File: src/hw/rtl/ladsr_pkg.sv
package ladsr_pkg;

	// Number formats of the datapath
	localparam int SAMPLE_BITS   = 16;
	localparam int FRACTION_BITS = 16;
	localparam int TIME_BITS     = 24;
	localparam int LEVEL_BITS    = SAMPLE_BITS + FRACTION_BITS;
	localparam int SPAN_BITS     = SAMPLE_BITS + 1;
	localparam int DIVIDEND_BITS = SPAN_BITS + FRACTION_BITS;
	localparam int STEP_BITS     = DIVIDEND_BITS;
	localparam int NEXT_BITS     = STEP_BITS + 2;
	localparam int DIV_CNT_BITS  = $clog2(DIVIDEND_BITS + 1);
	localparam int PHASE_BITS    = 3;

	// Input item layout, first field in the lowest bits
	localparam int GATE_LSB     = 0;
	localparam int AT_LSB       = GATE_LSB + SAMPLE_BITS;
	localparam int AL_LSB       = AT_LSB + TIME_BITS;
	localparam int DT_LSB       = AL_LSB + SAMPLE_BITS;
	localparam int SL_LSB       = DT_LSB + TIME_BITS;
	localparam int RT_LSB       = SL_LSB + SAMPLE_BITS;
	localparam int RL_LSB       = RT_LSB + TIME_BITS;
	localparam int IN_USED_BITS = RL_LSB + SAMPLE_BITS;
	localparam int IN_TDATA_BITS = ((IN_USED_BITS + 7) / 8) * 8;

	// Result item layout
	localparam int ENV_LSB        = 0;
	localparam int PHASE_LSB      = ENV_LSB + SAMPLE_BITS;
	localparam int OUT_USED_BITS  = PHASE_LSB + PHASE_BITS;
	localparam int OUT_TDATA_BITS = ((OUT_USED_BITS + 7) / 8) * 8;

	// Configuration port
	localparam int APB_ADDR_BITS = 3;
	localparam int APB_DATA_BITS = 32;
	localparam logic REG_GATE_THRESHOLD = 1'b0;
	localparam logic signed [SAMPLE_BITS-1:0] THRESHOLD_RESET = 16'sd6554;

	// Envelope stages
	localparam logic [PHASE_BITS-1:0] PH_ATTACK   = 3'd0;
	localparam logic [PHASE_BITS-1:0] PH_DECAY    = 3'd1;
	localparam logic [PHASE_BITS-1:0] PH_SUSTAIN  = 3'd2;
	localparam logic [PHASE_BITS-1:0] PH_RELEASE  = 3'd3;
	localparam logic [PHASE_BITS-1:0] PH_FINISHED = 3'd4;

	// Bound on stage changes within one sample
	localparam int GUARD_STEPS = 8;
	localparam int GUARD_BITS  = $clog2(GUARD_STEPS);

	// Divider request and response
	typedef struct packed {
		logic                     start;
		logic [DIVIDEND_BITS-1:0] dividend;
		logic [TIME_BITS-1:0]     divisor;
	} div_req_t;

	typedef struct packed {
		logic                 done;
		logic [STEP_BITS-1:0] quotient;
	} div_rsp_t;

endpackage

File: src/hw/rtl/ladsr_regs.sv
module ladsr_regs (
	input  logic                                   clk,
	input  logic                                   arst_n,
	input  logic                                   psel,
	input  logic                                   penable,
	input  logic                                   pwrite,
	input  logic [ladsr_pkg::APB_ADDR_BITS-1:0]    paddr,
	input  logic [ladsr_pkg::APB_DATA_BITS-1:0]    pwdata,
	output logic [ladsr_pkg::APB_DATA_BITS-1:0]    prdata,
	output logic                                   pready,
	output logic signed [ladsr_pkg::SAMPLE_BITS-1:0] threshold
);
	import ladsr_pkg::*;

	logic signed [SAMPLE_BITS-1:0] threshold_q;
	logic                          wr_en;

	assign pready = 1'b1;
	assign wr_en  = psel && penable && pwrite && pready;

	// Gate threshold register, written in the access phase of a transfer.
	always_ff @(posedge clk or negedge arst_n) begin
		if (!arst_n) begin
			threshold_q <= THRESHOLD_RESET;
		end else if (wr_en && (paddr[2] == REG_GATE_THRESHOLD)) begin
			threshold_q <= pwdata[SAMPLE_BITS-1:0];
		end
	end

	// Read data, sign extended to the bus width.
	always_comb begin
		prdata = '0;
		if (paddr[2] == REG_GATE_THRESHOLD) begin
			prdata = APB_DATA_BITS'(threshold_q);
		end
	end

	assign threshold = threshold_q;

endmodule

File: src/hw/rtl/ladsr_div.sv
module ladsr_div (
	input  logic                clk,
	input  logic                arst_n,
	input  ladsr_pkg::div_req_t req,
	output ladsr_pkg::div_rsp_t rsp
);
	import ladsr_pkg::*;

	logic                     busy_q;
	logic                     done_q;
	logic [DIV_CNT_BITS-1:0]  cnt_q;
	logic [DIVIDEND_BITS-1:0] dq_q;
	logic [TIME_BITS-1:0]     rem_q;
	logic [TIME_BITS-1:0]     divisor_q;
	logic [TIME_BITS:0]       shifted;
	logic [TIME_BITS+1:0]     trial;

	// One quotient bit per cycle: bring down the next dividend bit and try a subtract.
	assign shifted = {rem_q, dq_q[DIVIDEND_BITS-1]};
	assign trial   = {1'b0, shifted} - {2'b00, divisor_q};

	// Bit counter and completion pulse.
	always_ff @(posedge clk or negedge arst_n) begin
		if (!arst_n) begin
			busy_q <= 1'b0;
			done_q <= 1'b0;
			cnt_q  <= '0;
		end else if (req.start) begin
			busy_q <= 1'b1;
			done_q <= 1'b0;
			cnt_q  <= DIV_CNT_BITS'(DIVIDEND_BITS);
		end else if (busy_q) begin
			cnt_q <= cnt_q - DIV_CNT_BITS'(1);
			if (cnt_q == DIV_CNT_BITS'(1)) begin
				busy_q <= 1'b0;
				done_q <= 1'b1;
			end
		end else begin
			done_q <= 1'b0;
		end
	end

	// Dividend shifts out at the top while quotient bits shift in at the bottom.
	always_ff @(posedge clk) begin
		if (req.start) begin
			dq_q      <= req.dividend;
			rem_q     <= '0;
			divisor_q <= req.divisor;
		end else if (busy_q) begin
			if (!trial[TIME_BITS+1]) begin
				rem_q <= trial[TIME_BITS-1:0];
				dq_q  <= {dq_q[DIVIDEND_BITS-2:0], 1'b1};
			end else begin
				rem_q <= shifted[TIME_BITS-1:0];
				dq_q  <= {dq_q[DIVIDEND_BITS-2:0], 1'b0};
			end
		end
	end

	assign rsp.done     = done_q;
	assign rsp.quotient = dq_q;

endmodule

File: src/hw/rtl/linear_adsr_envelope.sv
// Each ramp step divides on the bit-serial divider (one quotient bit per cycle, 33 bits).
// The block takes no new item until the previous one is worked through to the result register;
// a finished result may wait while the next item is worked.
// Reset (asynchronous, active low): stage attack, level zero, threshold 6554.
module linear_adsr_envelope (
	input  logic                                  clk,
	input  logic                                  arst_n,
	// gate, attack_time, attack_level, decay_time, sustain_level,
	// release_time, release_level (lowest bit first)
	input  logic [ladsr_pkg::IN_TDATA_BITS-1:0]   s_tdata,
	input  logic                                  s_tvalid,
	output logic                                  s_tready,
	// envelope, phase, zero padding (lowest bit first)
	output logic [ladsr_pkg::OUT_TDATA_BITS-1:0]  m_tdata,
	output logic                                  m_tvalid,
	input  logic                                  m_tready,
	input  logic                                  psel,
	input  logic                                  penable,
	input  logic                                  pwrite,
	input  logic [ladsr_pkg::APB_ADDR_BITS-1:0]   paddr,
	input  logic [ladsr_pkg::APB_DATA_BITS-1:0]   pwdata,
	output logic [ladsr_pkg::APB_DATA_BITS-1:0]   prdata,
	output logic                                  pready
);
	import ladsr_pkg::*;

	// Sequencer states
	localparam logic [2:0] SQ_IDLE = 3'd0;
	localparam logic [2:0] SQ_EVAL = 3'd1;
	localparam logic [2:0] SQ_DIV  = 3'd2;
	localparam logic [2:0] SQ_ADD  = 3'd3;
	localparam logic [2:0] SQ_CMP  = 3'd4;
	localparam logic [2:0] SQ_OUT  = 3'd5;
	localparam logic [GUARD_BITS-1:0] GUARD_LAST = GUARD_BITS'(GUARD_STEPS - 1);

	logic signed [SAMPLE_BITS-1:0] threshold;
	div_req_t                      div_req;
	div_rsp_t                      div_rsp;

	logic [2:0]                    state_q;
	logic [PHASE_BITS-1:0]         stage_q;
	logic signed [LEVEL_BITS-1:0]  level_q;
	logic [GUARD_BITS-1:0]         guard_q;
	logic                          m_tvalid_q;

	logic signed [SAMPLE_BITS-1:0] gate_q;
	logic [TIME_BITS-1:0]          at_q;
	logic signed [SAMPLE_BITS-1:0] al_q;
	logic [TIME_BITS-1:0]          dt_q;
	logic signed [SAMPLE_BITS-1:0] sl_q;
	logic [TIME_BITS-1:0]          rt_q;
	logic signed [SAMPLE_BITS-1:0] rl_q;
	logic signed [SAMPLE_BITS-1:0] target_q;
	logic [PHASE_BITS-1:0]         next_stage_q;
	logic signed [NEXT_BITS-1:0]   nxt_q;
	logic                          up_q;
	logic [SAMPLE_BITS-1:0]        env_q;
	logic [PHASE_BITS-1:0]         phase_q;

	logic signed [SAMPLE_BITS-1:0] sel_target;
	logic signed [SAMPLE_BITS-1:0] sel_origin;
	logic [TIME_BITS-1:0]          sel_time;
	logic [PHASE_BITS-1:0]         sel_next;
	logic signed [SPAN_BITS-1:0]   span_diff;
	logic [SPAN_BITS-1:0]          span_mag;
	logic                          gate_lt;
	logic                          gate_gt;
	logic                          adv_needed;
	logic                          time_zero;
	logic [2:0]                    cont_state;
	logic signed [LEVEL_BITS-1:0]  sel_target_lvl;
	logic signed [LEVEL_BITS-1:0]  target_lvl;
	logic signed [NEXT_BITS-1:0]   level_ext;
	logic signed [NEXT_BITS-1:0]   step_ext;
	logic signed [NEXT_BITS-1:0]   target_ext;
	logic                          reached;

	ladsr_regs u_regs (
		.clk       (clk),
		.arst_n    (arst_n),
		.psel      (psel),
		.penable   (penable),
		.pwrite    (pwrite),
		.paddr     (paddr),
		.pwdata    (pwdata),
		.prdata    (prdata),
		.pready    (pready),
		.threshold (threshold)
	);

	ladsr_div u_div (
		.clk    (clk),
		.arst_n (arst_n),
		.req    (div_req),
		.rsp    (div_rsp)
	);

	// Ramp parameters of the current stage: target, origin, time and successor.
	always_comb begin
		case (stage_q)
			PH_ATTACK: begin
				sel_target = al_q;
				sel_origin = rl_q;
				sel_time   = at_q;
				sel_next   = PH_DECAY;
			end
			PH_DECAY: begin
				sel_target = sl_q;
				sel_origin = al_q;
				sel_time   = dt_q;
				sel_next   = PH_SUSTAIN;
			end
			default: begin
				sel_target = rl_q;
				sel_origin = sl_q;
				sel_time   = rt_q;
				sel_next   = PH_FINISHED;
			end
		endcase
	end

	// Gate decisions and whether this stage step ramps the level.
	assign gate_lt = gate_q < threshold;
	assign gate_gt = gate_q > threshold;
	always_comb begin
		case (stage_q)
			PH_ATTACK: adv_needed = 1'b1;
			PH_DECAY:  adv_needed = !gate_lt;
			PH_RELEASE: adv_needed = !gate_gt;
			default:   adv_needed = 1'b0;
		endcase
	end
	assign time_zero = (sel_time == '0);

	// Span of the ramp, scaled to the level format, goes to the divider.
	assign span_diff = SPAN_BITS'(sel_target) - SPAN_BITS'(sel_origin);
	assign span_mag  = span_diff[SPAN_BITS-1] ? SPAN_BITS'(-span_diff) : span_diff;
	assign div_req.start    = (state_q == SQ_EVAL) && adv_needed && !time_zero;
	assign div_req.dividend = {span_mag, {FRACTION_BITS{1'b0}}};
	assign div_req.divisor  = sel_time;

	// Level arithmetic of a ramp step, widened so the sum cannot wrap.
	assign sel_target_lvl = {sel_target, {FRACTION_BITS{1'b0}}};
	assign target_lvl     = {target_q, {FRACTION_BITS{1'b0}}};
	assign level_ext      = NEXT_BITS'(level_q);
	assign step_ext       = $signed({2'b00, div_rsp.quotient});
	assign target_ext     = NEXT_BITS'(target_lvl);
	assign reached        = up_q ? (nxt_q >= target_ext) : (nxt_q <= target_ext);

	// Another stage step in the same sample, unless the step bound is used up.
	assign cont_state = (guard_q == GUARD_LAST) ? SQ_OUT : SQ_EVAL;

	// Sequencer, stage and level.
	always_ff @(posedge clk or negedge arst_n) begin
		if (!arst_n) begin
			state_q    <= SQ_IDLE;
			stage_q    <= PH_ATTACK;
			level_q    <= '0;
			guard_q    <= '0;
			m_tvalid_q <= 1'b0;
		end else begin
			// The output state reloads the result register itself.
			if (m_tvalid_q && m_tready && (state_q != SQ_OUT)) begin
				m_tvalid_q <= 1'b0;
			end
			case (state_q)
				SQ_IDLE: begin
					if (s_tvalid) begin
						state_q <= SQ_EVAL;
						guard_q <= '0;
					end
				end
				SQ_EVAL: begin
					if (adv_needed) begin
						if (time_zero) begin
							level_q <= sel_target_lvl;
							stage_q <= sel_next;
							state_q <= cont_state;
							guard_q <= guard_q + GUARD_BITS'(1);
						end else begin
							state_q <= SQ_DIV;
						end
					end else begin
						case (stage_q)
							PH_DECAY: begin
								stage_q <= PH_RELEASE;
								state_q <= cont_state;
								guard_q <= guard_q + GUARD_BITS'(1);
							end
							PH_SUSTAIN: begin
								if (gate_lt) begin
									stage_q <= PH_RELEASE;
									state_q <= cont_state;
									guard_q <= guard_q + GUARD_BITS'(1);
								end else begin
									level_q <= {sl_q, {FRACTION_BITS{1'b0}}};
									state_q <= SQ_OUT;
								end
							end
							PH_RELEASE: begin
								stage_q <= PH_ATTACK;
								state_q <= cont_state;
								guard_q <= guard_q + GUARD_BITS'(1);
							end
							default: begin
								if (gate_gt) begin
									stage_q <= PH_ATTACK;
									state_q <= cont_state;
									guard_q <= guard_q + GUARD_BITS'(1);
								end else begin
									stage_q <= PH_FINISHED;
									level_q <= {rl_q, {FRACTION_BITS{1'b0}}};
									state_q <= SQ_OUT;
								end
							end
						endcase
					end
				end
				SQ_DIV: begin
					if (div_rsp.done) begin
						state_q <= SQ_ADD;
					end
				end
				SQ_ADD: begin
					state_q <= SQ_CMP;
				end
				SQ_CMP: begin
					if (reached) begin
						level_q <= target_lvl;
						stage_q <= next_stage_q;
						state_q <= cont_state;
						guard_q <= guard_q + GUARD_BITS'(1);
					end else begin
						level_q <= nxt_q[LEVEL_BITS-1:0];
						state_q <= SQ_OUT;
					end
				end
				SQ_OUT: begin
					if (!m_tvalid_q || m_tready) begin
						m_tvalid_q <= 1'b1;
						state_q    <= SQ_IDLE;
					end
				end
				default: begin
					state_q <= SQ_IDLE;
				end
			endcase
		end
	end

	// Item capture, ramp operands and the result register.
	always_ff @(posedge clk) begin
		if (s_tvalid && s_tready) begin
			gate_q <= s_tdata[GATE_LSB +: SAMPLE_BITS];
			at_q   <= s_tdata[AT_LSB +: TIME_BITS];
			al_q   <= s_tdata[AL_LSB +: SAMPLE_BITS];
			dt_q   <= s_tdata[DT_LSB +: TIME_BITS];
			sl_q   <= s_tdata[SL_LSB +: SAMPLE_BITS];
			rt_q   <= s_tdata[RT_LSB +: TIME_BITS];
			rl_q   <= s_tdata[RL_LSB +: SAMPLE_BITS];
		end
		if (div_req.start) begin
			target_q     <= sel_target;
			next_stage_q <= sel_next;
		end
		if (state_q == SQ_ADD) begin
			up_q  <= (target_lvl >= level_q);
			nxt_q <= (target_lvl >= level_q) ? (level_ext + step_ext) : (level_ext - step_ext);
		end
		if ((state_q == SQ_OUT) && (!m_tvalid_q || m_tready)) begin
			// Arithmetic shift gives the floor of the level.
			env_q   <= level_q[LEVEL_BITS-1:FRACTION_BITS];
			phase_q <= stage_q;
		end
	end

	assign s_tready = (state_q == SQ_IDLE);
	assign m_tvalid = m_tvalid_q;
	assign m_tdata  = OUT_TDATA_BITS'({phase_q, env_q});

endmodule

File: config.mk
export PLATFORM = sky130hd
export DESIGN_NAME = linear_adsr_envelope
export DESIGN_NICKNAME = d
export VERILOG_FILES = /design/src/hw/rtl/ladsr_pkg.sv /design/src/hw/rtl/ladsr_regs.sv /design/src/hw/rtl/ladsr_div.sv /design/src/hw/rtl/linear_adsr_envelope.sv
export SDC_FILE = /design/constraint.sdc
export NUM_CORES = 1
export LEC_CHECK = 0
export BUFFER_PORTS_ARGS = -buffer_cell sky130_fd_sc_hd__buf_2
export CORE_MARGIN = 5
export CORE_UTILIZATION = 45
export CTS_BUF_LIST = sky130_fd_sc_hd__clkbuf_16
export DETAILED_ROUTE_END_ITERATION = 12
export PLACE_DENSITY = 0.71
export SLEW_MARGIN = 20
export SYNTH_ARGS = -nofsm -noshare
export SYNTH_HDL_FRONTEND = slang
export SYNTH_SLANG_ARGS = --single-unit
File: constraint.sdc
create_clock -name clk -period 5.4 [get_ports clk]
set_clock_uncertainty 0.1 [all_clocks]
set_input_delay 1.08 -clock clk [delete_from_list [all_inputs] [get_ports clk]]
set_output_delay 1.08 -clock clk [all_outputs]
set_load 0.005 [all_outputs]
Yosys cells after proc, flatten, opt, wreduce, memory -nomap -nowiden

Index checks and enable logic that the tools add are counted.

Register bits after elaboration: 357
Input port bits: 178
Output and inout bits: 59
Logic and storage cells: 143

$add $sub $neg: 7
Order comparisons: 5
Eq/ne operators: 22
Multiplexer cells: 57
Bitwise operators: 1
Reductions and logical operators: 25

Operator list:

| cell                 | count |
|---|---|
| $mux W32             | 6 |
| $pmux W32 S2         | 2 |
| $mux W33             | 2 |
| $pmux W16 S2         | 2 |
| $mux W3              | 20 |
| $pmux W24 S2         | 1 |
| $add A32 B34 Y35     | 1 |
| $ge A35 B32 Y1       | 1 |
| $le A35 B32 Y1       | 1 |
| $mux W35             | 1 |
| $sub A32 B34 Y35     | 1 |
| $ge A32 B32 Y1       | 1 |
| $sub A25 B24 Y26     | 1 |
| $logic_not A24 Y1    | 1 |
| $mux W24             | 1 |
| $pmux W3 S2          | 4 |
| $pmux W3 S3          | 2 |
| $pmux W3 S6          | 1 |
| $mux W17             | 1 |
| $neg A17 Y17         | 1 |
| $sub A16 B16 Y17     | 1 |
| $gt A16 B16 Y1       | 1 |
| $lt A16 B16 Y1       | 1 |
| $eq A3 B2 Y1 const B | 4 |
| other kinds (26)     | 59 |

Longest topological paths before layout

Gate-level depths: netlist (run 1).

Depth after elaboration: 6
Gate-level depth with buffers: 22
Mapped depth without buffers: 21

Cells and area by module

From an unflattened synthesis (run 1), not the netlist that was laid out.

Cell total of the unflattened synthesis: 1820
Area, all modules: 20688.6 um^2

By module, submodules not included:

| module               | instances | cells each | area each (um^2) | seq. area each (um^2) |
|---|---|---|---|---|
| linear_adsr_envelope | 1         | 1309       | 14915.6          | 7357.1 |
| ladsr_div            | 1         | 442        | 4868.4           | 2392.3 |
| ladsr_regs           | 1         | 69         | 904.6            | 409.1 |

Worst setup path after synthesis (run 1)

Ideal clock, no wire load.

Path type: reg-to-reg
Start: register stage_q[0]
End: register u_div.dq_q[20] (data pin)
Library setup time: 0.267 ns
Arrival time: 4.752 ns
Data required time: 5.033 ns
Setup slack: 0.281 ns
Cell stages (with the launch flop): 21
Path buffers: 7
Period minus slack after synthesis: 5.119 ns
Cell sequence: dfrtp_1 > buf_2 > buf_4 > buf_4 > buf_2 > buf_1 > buf_2 > mux2i_1 > a21oi_1 > ha_1 > fa_1 > nand2b_1 > a211oi_1 > o21ai_0 > a31oi_1 > a21oi_1 > o21ai_1 > clkbuf_1 > nor2_1 > xnor2_1 > o21ai_0

Longest elaborated chain between the ends: 6
Elaborated cells on any way between the ends: 15
Classes of those cells: add/sub (2); eq/ne (2); mux (6); reduce/logical (5)

Ends and longest elaborated chain:

| item                                                  | RTL line                                                 | text |
|---|---|---|
| from (decl)                                           | linear_adsr_envelope.sv:41                               | `logic [PHASE_BITS-1:0] stage_q;` |
| from (signal assigned)                                | linear_adsr_envelope.sv:177                              | `stage_q <= sel_next;` |
| from (signal assigned)                                | linear_adsr_envelope.sv:230                              | `stage_q <= next_stage_q;` |
| $eq A3 B1 Y1 or $logic_not A3 Y1 (tied branches)      | linear_adsr_envelope.sv:100, linear_adsr_envelope.sv:126 |  |
| $pmux W16 S2 or $pmux W24 S2 (tied branches)          | linear_adsr_envelope.sv:100                              | `case (stage_q)` |
| $sub A16 B16 Y17 or $logic_not A24 Y1 (tied branches) | linear_adsr_envelope.sv:136, linear_adsr_envelope.sv:133 |  |
| $neg A17 Y17 or $logic_not A1 Y1 (tied branches)      | linear_adsr_envelope.sv:137, linear_adsr_envelope.sv:138 |  |
| $mux W17 or $logic_and A1 B1 Y1 (tied branches)       | linear_adsr_envelope.sv:137, linear_adsr_envelope.sv:138 |  |
| $mux W33 (*)                                          | ladsr_div.sv:45                                          | `if (req.start) begin` |
| to (signal assigned)                                  | ladsr_div.sv:46                                          | `dq_q <= req.dividend;` |
| to (signal assigned)                                  | ladsr_div.sv:52                                          | `dq_q <= {dq_q[DIVIDEND_BITS-2:0], 1'b1};` |
| to (signal assigned)                                  | ladsr_div.sv:55                                          | `dq_q <= {dq_q[DIVIDEND_BITS-2:0], 1'b0};` |
| to (decl)                                             | ladsr_div.sv:12                                          | `logic [DIVIDEND_BITS-1:0] dq_q;` |

Mark *: on every way between the ends. The rest lies on a longest branch, timed or not.
A chain may end at the register's enable or synchronous reset.

Worst setup path after layout (run 1)

Start: register target_q[9]
End: register nxt_q[34] (data pin)

Longest elaborated chain between the ends: 2

Ends and longest elaborated chain:

| item                   | RTL line                    | text |
|---|---|---|
| from (decl)            | linear_adsr_envelope.sv:53  | `logic signed [SAMPLE_BITS-1:0] target_q;` |
| from (signal assigned) | linear_adsr_envelope.sv:263 | `target_q <= sel_target;` |
| $ge A32 B32 Y1         | linear_adsr_envelope.sv:268 | `nxt_q <= (target_lvl >= level_q) ? (level_ext + step_ext) : (level_ext - step_ext);` |
| $mux W35               | linear_adsr_envelope.sv:268 |  |
| to (signal assigned)   | linear_adsr_envelope.sv:268 |  |
| to (decl)              | linear_adsr_envelope.sv:55  | `logic signed [NEXT_BITS-1:0] nxt_q;` |

Every way passes these cells.

==> results of run 1 <==
kinds of logic after synthesis:
| kind of cell | Yosys count | share of synthesized area |
|---|---|---|
| buffers and inverters | 213 | 0.0449 |
| other | 2 | 0.000368 |
| AO/OA/AOI/OAI | 446 | 0.144 |
| flip-flops | 357 | 0.490 |
| adder cells (fa/ha/maj) | 134 | 0.0832 |
| multiplexers | 147 | 0.0753 |
| XOR/XNOR | 106 | 0.0455 |
| AND/OR/NAND/NOR | 491 | 0.117 |
cells in the mapped netlist (40+ instances only):
master / n / area, um^2
sky130_fd_sc_hd__nor2_1: 171 / 642
sky130_fd_sc_hd__clkbuf_1: 47 / 176
sky130_fd_sc_hd__o21ai_0: 89 / 445
sky130_fd_sc_hd__mux2_2: 52 / 586
sky130_fd_sc_hd__nand2_1: 93 / 349
sky130_fd_sc_hd__nor3_1: 48 / 240
sky130_fd_sc_hd__edfxtp_1: 251 / 7540
sky130_fd_sc_hd__mux2i_1: 95 / 951
sky130_fd_sc_hd__a21oi_1: 120 / 601
sky130_fd_sc_hd__inv_1: 117 / 439
sky130_fd_sc_hd__ha_1: 131 / 1640
sky130_fd_sc_hd__dfrtp_1: 59 / 1480
sky130_fd_sc_hd__dfxtp_1: 40 / 801
sky130_fd_sc_hd__xnor2_1: 82 / 718
what timing repair did:
action | 4_1_cts | 5_1_grt
setup buffers | 0 | 1
gates resized for setup | 0 | 7
setup endpoints to repair | 0 | 3
critical path: cells and delay by family (launching register included):
family / cells / cell delay [ns]
adders and majority gates: 2 / 0.70
DFF: 1 / 0.41
buffers and inverters: 2 / 0.38
muxes: 1 / 0.34
xor gates and xnor gates: 2 / 0.23
AOI/OAI and AO/OA: 14 / 2.85
through the flow:
| step | util | instances | hold slack (ns) | instance area (um^2) |
|---|---|---|---|---|
| final | 0.520 | 2728 | 0.394 | 23400 |
| after CTS | 0.518 | 2725 | 0.394 | 23400 |
| after global routing | 0.520 | 2728 | 0.420 | 23400 |
| after detailed placement | 0.490 | 2653 | 0.391 | 22100 |
| after floorplan | - | 1900 | 0.320 | 20400 |
| after global placement | 0.490 | 2653 | 0.374 | 22100 |
cells in the final DEF (no fill, tap or decap), drive strengths merged, types with 16 or more instances in the layout:
cell / synthesis / final
nand2: 93 / 93
buf: 48 / 249
o22ai: 18 / 18
o31ai: 28 / 28
dfrtp: 59 / 59
mux2i: 95 / 95
nor2: 171 / 171
dfxtp: 40 / 40
nand3: 38 / 38
clkbuf: 47 / 41
nand2b: 20 / 20
o21ai: 99 / 99
xor2: 24 / 24
nor4: 22 / 22
a211oi: 31 / 31
or3: 16 / 16
xnor2: 82 / 82
nor3: 48 / 48
a22o: 18 / 18
a21o: 32 / 32
mux2: 52 / 52
ha: 131 / 131
inv: 118 / 133
a21oi: 121 / 121
edfxtp: 251 / 251
nor2b: 19 / 19
worst max path at each step:
stage                      startpoint                       end  slack, ns  cells past startpoint
2_1_floorplan  stage_q[0]$_DFFE_PN0P_  u_div.dq_q[20]$_DFFE_PP_       0.28                     20
3_3_place_gp    target_q[1]$_DFFE_PP_       nxt_q[34]$_DFFE_PP_       0.21                     20
3_5_place_dp    target_q[1]$_DFFE_PP_       nxt_q[34]$_DFFE_PP_       0.07                     20
4_1_cts        target_q[15]$_DFFE_PP_       nxt_q[34]$_DFFE_PP_        0.1                     20
5_1_grt         target_q[1]$_DFFE_PP_       nxt_q[34]$_DFFE_PP_      -0.01                     21
6_report        target_q[9]$_DFFE_PP_       nxt_q[34]$_DFFE_PP_       0.14                     21
final cells by class:
cell class / count / share of cell area
timing repair buffer: 250 / 0.0594
tap: 600 / 0.0320
sequential: 357 / 0.427
clock inverter: 32 / 0.0107
multi-input combinational: 1330 / 0.409
clock buffer: 40 / 0.0427
antenna: 1 / 0.000107
inverter: 118 / 0.0189
flip-flops by register name (all words and copies together) (netlist names), 6 cells and up:
signal / cells
gate_q: 16
u_regs.threshold: 16
u_div.cnt_q: 6
target_q: 16
u_div.rem_q: 24
al_q: 16
rl_q: 16
dt_q: 24
env_q: 16
sl_q: 16
u_div.divisor_q: 24
u_div.dq_q: 33
level_q: 32
rt_q: 24
nxt_q: 35
at_q: 24
routing by layer:
layer / vias up / global-route usage
li1: 7362 / -
met1: 7300 / 0.271
met2: 494 / 0.317
met3: 76 / 0.0399
met4: 0 / 0.0557
met5: - / 0
==> impl_results.md, run 1 <==
* Total number of vias at approximately 15000
* Initial Util at 0.453
* Final wirelength at between 50000 and 60000 um
* Post-Syn Area at between 20000 and 25000 um^2
* Total Die Area at a little under 50000 um^2
* Chip height at 223 um
* Master cell of the clock root buffer: sky130_fd_sc_hd__clkbuf_16
* Final hold violation count at 0
* Routed metal-1 wirelength at between 20000 and 25000 um
* Multi-input gate area at around 9600 um^2
* Final count of negative-setup-slack endpoints at 0
* Starting DRC count in detailed routing at 1256
* Syn Inst Count at 1896
* Count of nets after finishing at approximately 2400
* Number of top-level design ports at 237
* Status: finished, final reports clean
* Startpoint of the worst register-to-register path: target_q[9]$_DFFE_PP_
* Number of vias per cell after detailed routing at between 5 and 6
* Overall routing resource usage at 0.197
* Worst-case register-to-register setup slack at about 0.14 ns
* Sink Count at roughly 360
* Std cell rows at just under 80
* Later-pin clock latency in the skew report at ~0.59 ns
* Worst setup EP type: flop
* Number of flops mapped to enable cells by yosys at 251
* Relative slew slack at 0.262
* Dominant register cell in the synthesized netlist: sky130_fd_sc_hd__edfxtp_1
* Detailed-placement wirelength estimate at approximately 37000 um
* Wirelength per Cell at 18.4 um
* Yosys Warn Count at 0
* Area growth from synthesis to final layout at 14.8%
* Mean post-synth cell area at ~11 um^2
* Worst Max-Slew Pin Slew at between 1 and 1.5 ns
* CTS Buffer Depth at 3
* Startpoint of the tightest hold check path: nxt_q[11]$_DFFE_PP_
* Number of cells on the worst reg-to-reg path at 21
* Worst hold path cell count at 1
* Hold worst-path end: level_q[11]$_DFFE_PN0P_
* Sequential fraction of the synthesis area at 0.490
* Detailed-routing iteration count for the pre-antenna-repair pass at 7
* Post-layout worst setup margin at roughly 0.14 ns
* CP Max Fanout at 16
* Slowest Stage Delay on Critical Path at 0.41 ns
* First-pass GRT wire length at between 80000 and 90000 um
* Setup Total Neg Slack at 0 ns
* Worst-path clk slew at around 0.060 ns
* Worst flop-to-flop path endpoint: nxt_q[34]$_DFFE_PP_
* CP Data Required Time at between 5 and 6 ns
* Antenna violations before repair at 1
* Crit path arrival time at 5.50 ns
* Count of unresolved DRC violations after routing at 0
* Fillers at between 3000 and 4000
* Hold-fix buffers, CTS at 0
* Clock buffer count from CTS at 39
* Number of storage elements in the synthesis netlist at roughly 360
* CP Class: flop to flop
* Final critical path time including I/O delays and setup at about 5.3 ns
* Fraction of final layout cells with drive strength greater than 1 at 0.193
* Final Slew Violations at 0
* Routability congestion estimate from global placement at 0.923
* Max Clock Freq at roughly 190 MHz
* Core Region at around 45000 um^2
* Min-delay worst type: flop to flop
* Cell mode on critical path: sky130_fd_sc_hd__a21o_1
* Met3 wire length at 3660 um
* Vias in the first global route at roughly 15000
* H-Tree Depth at 2
* Largest net degree at the start of global routing at ~90
* CTS tree: built
* Register cell area after layout at between 10000 and 15000 um^2
* Die W at between 200 and 250 um
* Startpoint Class: flop
* Number of distinct library cells after synthesis at 79
* Highest routing layer actually used: met4
* Critical path cell sequence: ha_1, a21o_1, a21oi_1, o211a_1, o21ai_0, mux2_2, a41oi_4, buf_12, o31ai_1, xnor2_1, ha_1, a21o_1, a21o_1, a221o_1, a31oi_1, buf_4, o2111ai_2, a41oi_2, o21bai_1, a31oi_1, xnor2_1
* Worst slack after detailed placement at 0.0738 ns
* Number of port buffers at about 210
* Met2 routed WL at roughly 23000 um
* Remaining Overflow, GRT at 0
* Post-route fraction of the period consumed by the critical path at 0.975
* Max-cap violations at 0
* Proportion of synthesized flip-flops having asynchronous set or reset at 0.185
* Highest-delay cell along the critical path: sky130_fd_sc_hd__edfxtp_1
* Residual antenna-violating net count after detailed routing at 0
Power of run 1 is left out: the tool's default activity adds up to more than one toggle a clock period on the data nets, which glitch-free logic cannot reach.
==> run 2, diff against run 1 <==
--- a/config.mk
+++ b/config.mk
@@ -7,10 +7,10 @@
 export LEC_CHECK = 0
 export BUFFER_PORTS_ARGS = -buffer_cell sky130_fd_sc_hd__buf_2
 export CORE_MARGIN = 5
-export CORE_UTILIZATION = 45
+export CORE_UTILIZATION = 30
 export CTS_BUF_LIST = sky130_fd_sc_hd__clkbuf_16
 export DETAILED_ROUTE_END_ITERATION = 12
-export PLACE_DENSITY = 0.71
+export PLACE_DENSITY = 0.52
 export SLEW_MARGIN = 20
 export SYNTH_ARGS = -nofsm -noshare
 export SYNTH_HDL_FRONTEND = slang
==> impl_results.md, run 2 (same netlist as run 1, synthesis figures left out) <==
* Final critical path time including I/O delays and setup at 5.15 ns (-0.111 ns)
* CP Max Fanout at 17 (+1)
* Largest net degree at the start of global routing at 88 (unchanged)
* Worst-case register-to-register setup slack at 0.25 ns (+0.11 ns)
* Startpoint of the worst register-to-register path: target_q[15]$_DFFE_PP_
* Most frequent standard cell in the layout excluding fill and tap cells: sky130_fd_sc_hd__edfxtp_1
* CTS tree: built
* Max Clock Freq at 194 MHz (+2.1%)
* Final wirelength at 55600 um (+10%)
* Clock buffer count from CTS at 41 (+5.1%)
* Master cell of the clock root buffer: sky130_fd_sc_hd__clkbuf_16
* Worst Max-Slew Pin Slew at 1.14 ns (+0.0343 ns)
* Starting DRC count in detailed routing at 783 (-38%)
* Worst setup EP type: flop
* First-pass GRT wire length at 86400 um (+7.8%)
* Total Die Area at 73400 um^2 (+48%)
* Worst-path clk slew at 0.06 ns (about the same)
* Fillers at 6640 (+69%)
* Crit path arrival time at 5.38 ns (-0.12 ns)
* Worst hold path cell count at 1 (unchanged)
* Initial Util at 0.303 (-0.149)
* Std cell rows at 95 (+22%)
* Worst flop-to-flop path endpoint: nxt_q[24]$_DFFE_PP_
* Count of unresolved DRC violations after routing at 0 (unchanged)
* Residual antenna-violating net count after detailed routing at 0 (unchanged)
* Remaining Overflow, GRT at 0 (unchanged)
* Number of cells on the worst reg-to-reg path at 22 (+4.8%)
* Startpoint of the tightest hold check path: nxt_q[3]$_DFFE_PP_
* Area growth from synthesis to final layout at 17.5%
* Final count of negative-setup-slack endpoints at 0 (unchanged)
* Detailed-placement wirelength estimate at 41200 um (+11%)
* Number of vias per cell after detailed routing at 4.99 (-11%)
* Status: finished, final reports clean
* Sink Count at 357 (unchanged)
* Final hold violation count at 0 (unchanged)
* Overall routing resource usage at 0.147 (-0.0500)
* Final Slew Violations at 0 (unchanged)
* CP Data Required Time at 5.63 ns (about the same)
* Hold worst-path end: level_q[3]$_DFFE_PN0P_
* Die W at 271 um (+21%)
* Min-delay worst type: flop to flop
* Flip-flop count of the largest register after layout at 35 (unchanged)
* Core Region at 67300 um^2 (+49%)
* Relative slew slack at 0.238 (-0.0237)
* Total number of vias at 15079 (-1.0%)
* Vias in the first global route at 15179 (-0.56%)
* Wirelength per Cell at 18.4 um (-0.29%)
* Fraction of final layout cells with drive strength greater than 1 at 0.202 (+0.00901)
* Count of placed standard cells including taps at 2940 (+11%)
* Post-route fraction of the period consumed by the critical path at 0.954 (-0.0205)
* Registers with the highest flip-flop counts: nxt_q: 35 flops, u_div.dq_q: 33 flops, level_q: 32 flops
* CP Class: flop to flop
* Multi-input gate area at 9610 um^2 (+0.21%)
* Final cell count without fillers at 3021 (+11%)
* Max-cap violations at 0 (unchanged)
* Routability congestion estimate from global placement at 0.847 (-8.3%)
* Later-pin clock latency in the skew report at 0.58 ns (about the same)
* Register bank with the most flops: nxt_q
* Number of port buffers at 212 (unchanged)
* Number of top-level design ports at 237 (unchanged)
* Register cell area after layout at 10000 um^2 (unchanged)
* Most used cells in the layout excluding fill and tap cells: sky130_fd_sc_hd__edfxtp_1, sky130_fd_sc_hd__buf_2, sky130_fd_sc_hd__nor2_1
* CTS Buffer Depth at 3 (unchanged)
* Chip height at 271 um (+21%)
* H-Tree Depth at 2 (unchanged)
* Detailed-routing iteration count for the pre-antenna-repair pass at 5 (-2)
* Antenna violations before repair at 8 (+7)
* Startpoint Class: flop
* Setup Total Neg Slack at 0 ns (unchanged)
* Count of nets after finishing at 2425 (+0.71%)
## run 2: final cells by class
cell class | count | share of cell area
Antenna cell | 2 | 0.000209
Clock buffer | 43 | 0.0448
Clock inverter | 33 | 0.00939
Inverter | 118 | 0.0185
Multi-Input combinational cell | 1330 | 0.401
Sequential cell | 357 | 0.417
Tap cell | 873 | 0.0455
Timing Repair Buffer | 265 | 0.0639
## run 2: repair_timing
| action | in CTS | in global routing |
|---|---|---|
| setup buffers | 0 | 2 |
| pin swaps | 0 | 4 |
| gates cloned | 0 | 1 |
| setup endpoints to repair | 1 | 4 |
| resized for setup | 1 | 11 |
| hold buffers | 0 | 0 |
## run 2: worst max-delay path by stage
stage                            from                        to  slack, ns  depth (start not counted)
2_1_floorplan  stage_q[0]$_DFFE_PN0P_  u_div.dq_q[20]$_DFFE_PP_       0.28                         20
3_5_place_dp    target_q[1]$_DFFE_PP_       nxt_q[24]$_DFFE_PP_    -0.0004                         22
3_3_place_gp    target_q[1]$_DFFE_PP_       nxt_q[34]$_DFFE_PP_       0.16                         20
4_1_cts        target_q[15]$_DFFE_PP_       nxt_q[24]$_DFFE_PP_       0.09                         23
5_1_grt        target_q[15]$_DFFE_PP_       nxt_q[24]$_DFFE_PP_     -0.007                         23
6_report       target_q[15]$_DFFE_PP_       nxt_q[24]$_DFFE_PP_       0.25                         22
## run 2: per-stage QoR
stage                     area [um^2]  hold WS [ns]   util  setup WS [ns]
final                           24000         0.397  0.357          0.247
after global routing            24000         0.419  0.357       -0.00667
after CTS                       23900         0.401  0.355         0.0936
after detailed placement        22600         0.384  0.336      -0.000448
after global placement          22600         0.375  0.336          0.162
after floorplan                 20400         0.320      -          0.281
## run 2: layer usage
layer	track usage	share of wire	vias up
met1	0.197	0.45	7215
met2	0.245	0.47	343
met3	0.0265	0.051	80
met4	0.0388	0.024	4
li1	-	-	7437
met5	0	0.00045	-
## run 2: critical path, stage by stage, from the launching register on
cell and delay (ns):
sky130_fd_sc_hd__edfxtp_1 0.41, sky130_fd_sc_hd__ha_1 0.35, sky130_fd_sc_hd__nand4_1 0.11, sky130_fd_sc_hd__nor2_1 0.05
sky130_fd_sc_hd__buf_4 0.16, sky130_fd_sc_hd__a21o_1 0.19, sky130_fd_sc_hd__a41oi_2 0.22, sky130_fd_sc_hd__mux2_2 0.40
sky130_fd_sc_hd__a41oi_4 0.22, sky130_fd_sc_hd__buf_12 0.18, sky130_fd_sc_hd__o31ai_1 0.09, sky130_fd_sc_hd__xnor2_1 0.14
sky130_fd_sc_hd__ha_1 0.35, sky130_fd_sc_hd__a21o_1 0.20, sky130_fd_sc_hd__a21o_1 0.17, sky130_fd_sc_hd__a221o_1 0.34
sky130_fd_sc_hd__a31oi_1 0.17, sky130_fd_sc_hd__buf_4 0.20, sky130_fd_sc_hd__o21bai_1 0.15, sky130_fd_sc_hd__a31o_2 0.30
sky130_fd_sc_hd__a21o_1 0.17, sky130_fd_sc_hd__a21oi_1 0.17, sky130_fd_sc_hd__xnor2_1 0.08
Power of run 2 is left out for the same reason.
